`src/rtl/tpcm_pkg.sv`:
```
// Package for the touch point calibration map: widths, screen geometry,
// register indexes, control bit positions and rotation codes.
// No dependencies.
package tpcm_pkg;

	// Native panel geometry in pixels.
	localparam int NATIVE_WIDTH  = 320;
	localparam int NATIVE_HEIGHT = 480;

	// Field widths.
	localparam int ADC_W    = 12;
	localparam int COEF_W   = 32;
	localparam int SCREEN_W = 9;
	localparam int CTRL_W   = 3;
	localparam int IDX_W    = 3;

	// Fixed point format of the coefficients.
	localparam int FRAC_BITS = 16;
	localparam logic [ADC_W-1:0] ADC_FULL = '1;

	// Datapath widths: one product, the sum of two products and an offset,
	// and the rotated value with one more bit for the subtraction.
	localparam int PROD_W = COEF_W + ADC_W + 1;
	localparam int SUM_W  = PROD_W + 1;
	localparam int ROT_W  = SUM_W + 1;

	// Largest native dimension and the width of a clamped Q value.
	localparam int NATIVE_MAX = (NATIVE_WIDTH > NATIVE_HEIGHT) ? NATIVE_WIDTH : NATIVE_HEIGHT;
	localparam int DIM_W      = $clog2(NATIVE_MAX);
	localparam int LAST_Q_W   = DIM_W + FRAC_BITS;
	localparam int RND_W      = LAST_Q_W + 1;

	// Last pixel column and row in Q format.
	localparam logic signed [ROT_W-1:0] WLAST_Q =
		ROT_W'(longint'(NATIVE_WIDTH - 1) <<< FRAC_BITS);
	localparam logic signed [ROT_W-1:0] HLAST_Q =
		ROT_W'(longint'(NATIVE_HEIGHT - 1) <<< FRAC_BITS);
	localparam logic [RND_W-1:0] HALF_Q = RND_W'(1) << (FRAC_BITS - 1);

	// Configuration register indexes.
	typedef enum logic [IDX_W-1:0] {
		REG_X_GAIN_FROM_RAW_X = 3'd0,
		REG_X_GAIN_FROM_RAW_Y = 3'd1,
		REG_X_OFFSET          = 3'd2,
		REG_Y_GAIN_FROM_RAW_X = 3'd3,
		REG_Y_GAIN_FROM_RAW_Y = 3'd4,
		REG_Y_OFFSET          = 3'd5,
		REG_PRESSURE_THRESH   = 3'd6,
		REG_CONTROL           = 3'd7
	} reg_idx_t;

	// Control register layout.
	localparam int             CTRL_CAL_VALID_BIT = 2;
	localparam logic [CTRL_W-1:0] CTRL_ROT_MASK   = 3'h3;
	localparam logic [ADC_W-1:0]  THRESH_RESET    = 12'd300;

	// Rotation in quarter turns.
	typedef enum logic [1:0] {
		ROT_0   = 2'd0,
		ROT_90  = 2'd1,
		ROT_180 = 2'd2,
		ROT_270 = 2'd3
	} rot_t;

	typedef logic signed [COEF_W-1:0] coef_t;

endpackage

```
`src/rtl/touch_point_calibration_map.sv`:
```
// Touch point calibration map: five-stage pipeline from raw panel readings
// to a rotated, clamped screen position. Depends on tpcm_pkg.
//
//  channel   handshake              payload
//  request   start / busy           sense_x_reading, sense_y_reading,
//                                   pressure_first, pressure_second
//  result    done (one cycle)       touched, pressed, screen_x, screen_y, pressure
//  config    cfg_valid / cfg_ready  cfg_index, cfg_data
//
// A request is taken in every cycle that start is high; busy is always low.
// One result per cycle is sustained. A request passes through the input
// register, the register after the four coefficient multipliers, the adder
// stage, the rotation stage and the output register. Reset clears the pipeline
// valid bits and restores the configuration registers. The receiver cannot
// stall, so nothing is held back.
module touch_point_calibration_map
	import tpcm_pkg::*;
(
	input  logic                       clk,
	input  logic                       arst_n,
	input  logic                       start,
	output logic                       busy,
	input  logic [ADC_W-1:0]           sense_x_reading,
	input  logic [ADC_W-1:0]           sense_y_reading,
	input  logic [ADC_W-1:0]           pressure_first,
	input  logic [ADC_W-1:0]           pressure_second,
	output logic                       done,
	output logic                       touched,
	output logic                       pressed,
	output logic [SCREEN_W-1:0]        screen_x,
	output logic [SCREEN_W-1:0]        screen_y,
	output logic [ADC_W-1:0]           pressure,
	input  logic                       cfg_valid,
	output logic                       cfg_ready,
	input  logic [IDX_W-1:0]           cfg_index,
	input  logic [COEF_W-1:0]          cfg_data
);

	// Configuration registers.
	coef_t              coef_q [6];
	logic [ADC_W-1:0]   thresh_q;
	logic [CTRL_W-1:0]  ctrl_q;

	// Pipeline valid bits.
	logic v_s1, v_s2, v_s3, v_s4, done_q;

	// Stage 1: registered readings.
	logic [ADC_W-1:0] sx_rd_s1, sy_rd_s1, z1_s1, z2_s1;

	// Stage 2: products and pressure.
	logic signed [PROD_W-1:0] prod_s2 [4];
	logic [ADC_W-1:0]         pres_s2, pres_s3, pres_s4;
	logic                     pressed_s2, pressed_s3, pressed_s4;
	logic                     touched_s2, touched_s3, touched_s4;

	// Stage 3: native position in Q29.16.
	logic signed [SUM_W-1:0] nx_s3, ny_s3;

	// Stage 4: rotated position.
	logic signed [ROT_W-1:0] rx_s4, ry_s4;

	// Output registers.
	logic                touched_q, pressed_q;
	logic [SCREEN_W-1:0] screen_x_q, screen_y_q;
	logic [ADC_W-1:0]    pressure_q;

	// Combinational signals.
	logic [ADC_W-1:0]        raw_x, raw_y;
	logic signed [ADC_W+1:0] pres_raw;
	logic [ADC_W-1:0]        pres_clamped;
	logic                    pressed_c;
	logic signed [ROT_W-1:0] nx_e, ny_e, rot_x, rot_y;
	logic signed [ROT_W-1:0] last_x, last_y;
	logic [LAST_Q_W-1:0]     clamp_x, clamp_y;
	logic [RND_W-1:0]        round_x, round_y;

	assign busy      = 1'b0;
	assign cfg_ready = 1'b1;

	// Configuration writes.
	always_ff @(posedge clk or negedge arst_n) begin
		if (!arst_n) begin
			for (int i = 0; i < 6; i++) begin
				coef_q[i] <= '0;
			end
			thresh_q <= THRESH_RESET;
			ctrl_q   <= '0;
		end else if (cfg_valid && cfg_ready) begin
			case (cfg_index)
				REG_X_GAIN_FROM_RAW_X: coef_q[0] <= cfg_data;
				REG_X_GAIN_FROM_RAW_Y: coef_q[1] <= cfg_data;
				REG_X_OFFSET:          coef_q[2] <= cfg_data;
				REG_Y_GAIN_FROM_RAW_X: coef_q[3] <= cfg_data;
				REG_Y_GAIN_FROM_RAW_Y: coef_q[4] <= cfg_data;
				REG_Y_OFFSET:          coef_q[5] <= cfg_data;
				REG_PRESSURE_THRESH:   thresh_q  <= cfg_data[ADC_W-1:0];
				REG_CONTROL:           ctrl_q    <= cfg_data[CTRL_W-1:0];
				default: ;
			endcase
		end
	end

	// Valid bits travel with each request.
	always_ff @(posedge clk or negedge arst_n) begin
		if (!arst_n) begin
			v_s1   <= 1'b0;
			v_s2   <= 1'b0;
			v_s3   <= 1'b0;
			v_s4   <= 1'b0;
			done_q <= 1'b0;
		end else begin
			v_s1   <= start && !busy;
			v_s2   <= v_s1;
			v_s3   <= v_s2;
			v_s4   <= v_s3;
			done_q <= v_s4;
		end
	end

	// Raw coordinates are the inverted readings; pressure is clamped to the ADC range.
	always_comb begin
		raw_x    = ADC_FULL - sx_rd_s1;
		raw_y    = ADC_FULL - sy_rd_s1;
		pres_raw = $signed({2'b00, ADC_FULL}) + $signed({2'b00, z1_s1})
			- $signed({2'b00, z2_s1});
		if (pres_raw < 0) begin
			pres_clamped = '0;
		end else if (pres_raw > $signed({2'b00, ADC_FULL})) begin
			pres_clamped = ADC_FULL;
		end else begin
			pres_clamped = pres_raw[ADC_W-1:0];
		end
		pressed_c = pres_clamped >= thresh_q;
	end

	// Rotation by quarter turns about the native screen.
	always_comb begin
		nx_e = ROT_W'(nx_s3);
		ny_e = ROT_W'(ny_s3);
		case (rot_t'(ctrl_q & CTRL_ROT_MASK))
			ROT_0: begin
				rot_x = nx_e;
				rot_y = ny_e;
			end
			ROT_90: begin
				rot_x = HLAST_Q - ny_e;
				rot_y = nx_e;
			end
			ROT_180: begin
				rot_x = WLAST_Q - nx_e;
				rot_y = HLAST_Q - ny_e;
			end
			ROT_270: begin
				rot_x = ny_e;
				rot_y = WLAST_Q - nx_e;
			end
			default: begin
				rot_x = nx_e;
				rot_y = ny_e;
			end
		endcase
	end

	// Clamp to the rotated screen, then round half-up to whole pixels.
	always_comb begin
		if (ctrl_q[0]) begin
			last_x = HLAST_Q;
			last_y = WLAST_Q;
		end else begin
			last_x = WLAST_Q;
			last_y = HLAST_Q;
		end
		if (rx_s4 < 0) begin
			clamp_x = '0;
		end else if (rx_s4 > last_x) begin
			clamp_x = last_x[LAST_Q_W-1:0];
		end else begin
			clamp_x = rx_s4[LAST_Q_W-1:0];
		end
		if (ry_s4 < 0) begin
			clamp_y = '0;
		end else if (ry_s4 > last_y) begin
			clamp_y = last_y[LAST_Q_W-1:0];
		end else begin
			clamp_y = ry_s4[LAST_Q_W-1:0];
		end
		round_x = {1'b0, clamp_x} + HALF_Q;
		round_y = {1'b0, clamp_y} + HALF_Q;
	end

	// Datapath registers; no reset needed on payload.
	always_ff @(posedge clk) begin
		// Stage 1: capture the readings.
		sx_rd_s1 <= sense_x_reading;
		sy_rd_s1 <= sense_y_reading;
		z1_s1    <= pressure_first;
		z2_s1    <= pressure_second;

		// Stage 2: one multiplier per gain coefficient, plus press detection.
		prod_s2[0] <= PROD_W'(coef_q[0]) * PROD_W'($signed({1'b0, raw_x}));
		prod_s2[1] <= PROD_W'(coef_q[1]) * PROD_W'($signed({1'b0, raw_y}));
		prod_s2[2] <= PROD_W'(coef_q[3]) * PROD_W'($signed({1'b0, raw_x}));
		prod_s2[3] <= PROD_W'(coef_q[4]) * PROD_W'($signed({1'b0, raw_y}));
		pres_s2    <= pres_clamped;
		pressed_s2 <= pressed_c;
		touched_s2 <= pressed_c && ctrl_q[CTRL_CAL_VALID_BIT];

		// Stage 3: affine sums.
		nx_s3      <= SUM_W'(prod_s2[0]) + SUM_W'(prod_s2[1]) + SUM_W'(coef_q[2]);
		ny_s3      <= SUM_W'(prod_s2[2]) + SUM_W'(prod_s2[3]) + SUM_W'(coef_q[5]);
		pres_s3    <= pres_s2;
		pressed_s3 <= pressed_s2;
		touched_s3 <= touched_s2;

		// Stage 4: rotation.
		rx_s4      <= rot_x;
		ry_s4      <= rot_y;
		pres_s4    <= pres_s3;
		pressed_s4 <= pressed_s3;
		touched_s4 <= touched_s3;

		// Output register: coordinates are zero unless touched.
		touched_q  <= touched_s4;
		pressed_q  <= pressed_s4;
		pressure_q <= pres_s4;
		screen_x_q <= touched_s4 ? SCREEN_W'(round_x[RND_W-1:FRAC_BITS]) : '0;
		screen_y_q <= touched_s4 ? SCREEN_W'(round_y[RND_W-1:FRAC_BITS]) : '0;
	end

	assign done     = done_q;
	assign touched  = touched_q;
	assign pressed  = pressed_q;
	assign screen_x = screen_x_q;
	assign screen_y = screen_y_q;
	assign pressure = pressure_q;

	// A result leaves only for a request that entered stage 1 and passed through v_s2, v_s3, v_s4 and done_q.
	a_latency: assert property (@(posedge clk) disable iff (!arst_n)
		done |-> $past(v_s1, 4))
		else $error("result without a matching request");

	// A position is only reported for a press.
	a_touch_needs_press: assert property (@(posedge clk) disable iff (!arst_n)
		done && touched |-> pressed)
		else $error("touched reported without a press");

	// Without a touch the coordinates are zero.
	a_idle_coords: assert property (@(posedge clk) disable iff (!arst_n)
		done && !touched |-> (screen_x == '0) && (screen_y == '0))
		else $error("coordinates not cleared when untouched");

endmodule

```
`config.mk`:
```
export PLATFORM = sky130hd
export DESIGN_NAME = touch_point_calibration_map
export DESIGN_NICKNAME = d
export VERILOG_FILES = /design/src/rtl/tpcm_pkg.sv /design/src/rtl/touch_point_calibration_map.sv
export SDC_FILE = /design/constraint.sdc
export NUM_CORES = 2
export LEC_CHECK = 0
export BUFFER_PORTS_ARGS = -buffer_cell sky130_fd_sc_hd__clkbuf_2
export CAP_MARGIN = 15
export CORE_UTILIZATION = 39
export DETAILED_ROUTE_END_ITERATION = 8
export SETUP_SLACK_MARGIN = 0.4
export SYNTH_ARGS = -nofsm -noshare
export SYNTH_HDL_FRONTEND = slang
export SYNTH_SLANG_ARGS = --single-unit
export TNS_END_PERCENT = 5
```
`constraint.sdc`:
```
create_clock -name clk -period 8.45 [get_ports clk]
set_input_delay 0 -clock clk [delete_from_list [all_inputs] [get_ports clk]]
set_output_delay 0 -clock clk [all_outputs]
set_load 0.05 [all_outputs]
```
Yosys cells after proc, flatten, opt, wreduce, memory -nomap -nowiden
Memories as Yosys holds them, arrays and structs flattened.
Index checks and enable logic that the tools add are counted.
Storage, ports and cells
  bits in registers: 520
  memories kept: 1
  bits in writable memories: 180
  bits of input ports: 87
  bits in latches: 0
  memory bits (read-only): 0
  logic and storage cells: 90
Cells by class
  mux-type cells: 10
  $lt $le $gt $ge: 7
  reduce and logical (&&, ||, !) cells: 11
  bitwise operators: 0
  multiply operators: 4
  equality and inequality tests: 10
  divide/modulo/power cells: 0
  $add $sub $neg: 12
  shift-type cells: 0
Memories
  prod_s2: words 4, width 45, rd ports 4, clocked after Yosys merged registers in 0, wr ports 4, line touch_point_calibration_map.sv:51  | logic signed [PROD_W-1:0] prod_s2 [4];
Operators with widths (number)
  $pmux W47 S4: 2
  $mul A32 B13 Y45: 4
  $mux W25: 4
  $gt A47 B47 Y1: 2
  $lt A47 B1 Y1 const B: 2
  $sub A26 B46 Y47 const A: 2
  $add A45 B45 Y46: 2
  $add A46 B32 Y46: 2
  $add A25 B16 Y25 const B: 2
  $mux W24: 2
  $mux W12: 2
  $sub A12 B12 Y12 const A: 2
  $reduce_and A2 Y1: 8
  $gt A14 B13 Y1 const B: 1
  $lt A14 B1 Y1 const B: 1
  $sub A13 B12 Y14: 1
  $add A12 B12 Y13 const A: 1
  $eq A3 B3 Y1 const B: 4
  $ge A12 B12 Y1: 1
  $eq A3 B2 Y1 const B: 2
  $eq A2 B2 Y1 const B: 2
  $eq A3 B1 Y1 const B: 1
  $logic_not A3 Y1: 1
  $eq A2 B1 Y1 const B: 1
  other kinds (2): 2

Longest topological paths before layout
  depth after elaboration: 7
  mapped depth: 25
  mapped depth without buffers: 24

Worst setup path before layout
Ideal clock, no wire load.
  path type: reg-to-reg
  start: reg sy_rd_s1[1]
  end: mem prod_s2[1][44] in the netlist's numbering
  clock period less this slack: 6.232 ns
  required time: 8.364 ns
  library setup time: 0.086 ns
  data arrival time: 6.146 ns
  setup slack: 2.218 ns
  cell stages (with the launch flop): 25
  path through: dfxtp_1 clkbuf_1 clkbuf_1 nor2b_1 fa_1 inv_1 fa_1 inv_1 fa_1 inv_1 fa_1 fa_1 inv_1 ha_1 clkbuf_1 a211o_1 a311oi_1 o21bai_1 a221o_1 nand3_1 o21ai_1 a31oi_1 o221ai_1 a21o_1 a211oi_1
RTL lines
  from (decl): line touch_point_calibration_map.sv:48  | logic [ADC_W-1:0] sx_rd_s1, sy_rd_s1, z1_s1, z2_s1;
  from (signal assigned): line touch_point_calibration_map.sv:195  | sy_rd_s1 <= sense_y_reading;
  to (decl): line touch_point_calibration_map.sv:51

==> metrics.csv <==
stage,metric,value,unit
floorplanning,die width,471,um
timing,setup_tns,0,ns
global_route,initial antenna violation count,33,
global_route,Total GRT Usage,22.9,%
clock_network,H-Tree Level Count,3,
floorplanning,chip height,471,um
setup_path,cell family with most CP delay,adder cells,
timing,Final Skew,0.0612,ns
logic_synthesis,Syn. warnings,0,
global_route,grt ovf,0,
setup_path,crit path cell chain,"nor2b_1, fa_1, inv_1, fa_1, inv_1, fa_1, fa_1, inv_1, fa_1, inv_1, ha_1, a2111oi_0, o21a_1, nor3_1, a31oi_1, a2111oi_0, buf_4, o21ai_0, o21ai_0, and3_1, a21oi_1, xnor2_1",
setup_path,CP max-delay cell,dfxtp_2,
clock_network,CTS Buf Count,87,
route,WL/cell,20.8,um
clock_network,root buf cell,clkbuf_16,
logic_synthesis,number of distinct library cells after synthesis,89,
logic_synthesis,Post-Syn Nets,11105,
route,remaining routing DRC violations,0,
clock_network,number of setup buffers added after CTS,0,
clock_network,CTS tree,yes,
setup_path,critical path class,register to register,
clock_network,CTS Sinks,700,
timing,Fin. Hold Viols,0,
logic_synthesis,Most used DFF post-synth,dfxtp_1,
timing,Worst slew margin,19.1,%
timing,f_max,0.138,GHz
setup_path,Worst Path Max Fanout,37,
placement,I/O Buffers,119,
layout,nets@finish,11065,
floorplanning,initial core utilization,39.4,%
logic_synthesis,mapped cell area,85800,um2
timing,RSZ-0062 raised after global routing,no,
route,"antenna viol nets, final",0,
setup_path,Crit path top cell by count,fa_1,
floorplanning,# rows,171,
placement,post-DP HPWL,195,mm
layout,highest-count cells in the layout ignoring fill and taps,"1,856 x inv_1, 1,445 x fa_1, 926 x nand2b_1",
logic_synthesis,Syn Inst Count,9055,
setup_path,Crit. End Element,register,
timing,crit share post-route,85.8,%
layout,share of cells above drive strength 1,6.82,%
route,Initial DRC Count,3928,
status,status,completed,
floorplanning,die area,222000,um2
clock_network,CTS Hold Buffers Added,120,
layout,Area Growth Syn to Fin,8.63,%
route,Detailed Route WL,249,mm
layout,"most common cell after layout, fill and taps aside",inv_1,
timing,fin. max-slew vios,0,
clock_network,clk_lat worst skew,0.75,ns
clock_network,clock tree buffer depth,3,
logic_synthesis,sequential area share after synthesis,17.6,%
setup_path,Worst setup SP type,register,
job,max cap viols,0,
timing,Least-Margin Pin Slew,1.21,ns
route,DRT Pass-1 Iters,6,
route,via/cell ratio,5.12,
setup_path,Buf/Inv on CP,5,
setup_path,WP depth,22,
clock_network,clock-pin slew on the worst setup and hold paths,0.06,ns
global_route,first-pass GRT wire length,388,mm
floorplanning,I/O pin total,122,
clock_network,post-CTS sizing,0,
logic_synthesis,Syn Area/Cell,9.47,um2
floorplanning,placeable core region,218000,um2
hold_path,Hold Path Class,input port to register,
timing,Tmin final,7.25,ns
setup_path,CP Data Required Time,9.06,ns
logic_synthesis,"EDFF count, synth",0,
route,via count,61243,
setup_path,crit-path max cell delay,1.02,ns
global_route,largest net degree at the start of global routing,112,
hold_path,hold path cells,2,
placement,RD Place Congestion,0.905,
timing,# setup viols final,0,
global_route,vias in the first global route,65124,
setup_path,R2R depth,22,
logic_synthesis,#FFs+latches synth,700,
setup_path,crit path DAT,7.86,ns
logic_synthesis,Synth async-reset ratio,30.3,%
==> kinds of logic (layout without fill, tap and decap cells) <==
| group | after synthesis | after routing | synth area share (%) |
|---|---|---|---|
| xor gates and xnor gates | 337 | 337 | 3.44 |
| adders and majority gates | 1963 | 1963 | 41.3 |
| and+or+nand+nor | 2470 | 2470 | 16.7 |
| AOI/OAI and AO/OA | 1066 | 1066 | 7.95 |
| buffers and inverters | 2291 | 2324 | 10.0 |
| DFF | 700 | 700 | 17.6 |
| other | 2 | 19 | 0.00875 |
| muxes | 226 | 226 | 2.97 |
==> per-stage QoR <==
step | hold slack [ns] | util [%] | instance area (um2) | setup slack (ns) | cells
2_1_floorplan | -0.296 | - | 85800 | 2.22 | 9055
3_3_place_gp | 0.00276 | 40.8 | 88900 | 1.26 | 11660
3_5_place_dp | 0.00653 | 40.8 | 88900 | 1.21 | 11660
4_1_cts | 0.00458 | 42.8 | 93100 | 1.17 | 11942
5_1_grt | 0.0278 | 42.8 | 93200 | 0.736 | 11944
6_report | 0.0629 | 42.8 | 93200 | 1.20 | 11959
==> metal layers <==
metal | GRT usage (%) | part of all wire (%)
met5 | 0 | 0.0052
met4 | 9.45 | 4.3
met3 | 2.73 | 5.4
met2 | 38.2 | 48
met1 | 30.0 | 43
==> registers in the layout (all words and copies together) (netlist names), 46 cells and up <==
register,cells
ny_s3,46
ry_s4,47
coef_q,192
rx_s4,47
prod_s2,180
nx_s3,46
==> area by class of cell <==
class / count / area [um2]
clock buffers: 117 / 2420
fillers: 21123 / 125000
flip-flops and latches: 700 / 15100
inverters: 1858 / 6970
repair buffers: 304 / 2310
well taps: 2854 / 3570
clock inverters: 45 / 644
diodes: 17 / 42.5
multi-input cells: 6064 / 62100
==> cells in the mapped netlist (19+ instances only) <==
| library cell | count | share of area (%) |
|---|---|---|
| nand3_1 | 94 | 0.55 |
| o211ai_1 | 20 | 0.18 |
| nor4_1 | 26 | 0.19 |
| xnor2_1 | 229 | 2.3 |
| a221oi_1 | 35 | 0.36 |
| fa_1 | 1445 | 34 |
| nor2_1 | 224 | 0.98 |
| nor2b_1 | 691 | 5.0 |
| a21o_1 | 147 | 1.3 |
| or2_2 | 19 | 0.14 |
| mux2_2 | 208 | 2.7 |
| dfrtp_1 | 208 | 6.1 |
| o31ai_1 | 22 | 0.19 |
| nand2_1 | 199 | 0.87 |
| or3_1 | 33 | 0.24 |
| and3_1 | 39 | 0.28 |
| nand4_1 | 41 | 0.30 |
| a211oi_1 | 50 | 0.44 |
| dfxtp_1 | 488 | 11 |
| clkbuf_1 | 409 | 1.8 |
| o21a_1 | 49 | 0.43 |
| nand2b_1 | 926 | 6.8 |
| buf_1 | 19 | 0.083 |
| a21oi_1 | 323 | 1.9 |
| xor2_1 | 108 | 1.1 |
| o21ai_0 | 218 | 1.3 |
| nor3_1 | 66 | 0.39 |
| ha_1 | 518 | 7.6 |
| a31oi_1 | 24 | 0.18 |
| inv_1 | 1857 | 8.1 |
| o21bai_1 | 42 | 0.37 |
| and2_1 | 42 | 0.31 |
==> final timing paths <==
check	from	end	slack (ns)
max	sx_rd_s1[1]	prod_s2[2][40]	1.20
min	cfg_data[25]	coef_q[185]	0.06
max reg2reg	sx_rd_s1[1]	prod_s2[2][40]	1.20
min reg2reg	pressed_s2	pressed_s3	0.32
max in group asynchronous	arst_n	ctrl_q[1]	6.97
min in group asynchronous	arst_n	coef_q[180]	0.53
==> worst register-to-register path, stage by stage, from the launching register on <==
cell,delay [ns]
dfxtp_2,1.02
nor2b_1,0.19
fa_1,0.58
inv_1,0.05
fa_1,0.47
inv_1,0.05
fa_1,0.48
fa_1,0.56
inv_1,0.05
fa_1,0.49
inv_1,0.04
ha_1,0.40
a2111oi_0,0.15
o21a_1,0.12
nor3_1,0.36
a31oi_1,0.33
a2111oi_0,0.77
buf_4,0.26
o21ai_0,0.07
o21ai_0,0.21
and3_1,0.26
a21oi_1,0.09
xnor2_1,0.13
Power is left out: the tool's default activity adds up to more than one toggle a clock period on the data nets, which glitch-free logic cannot reach.
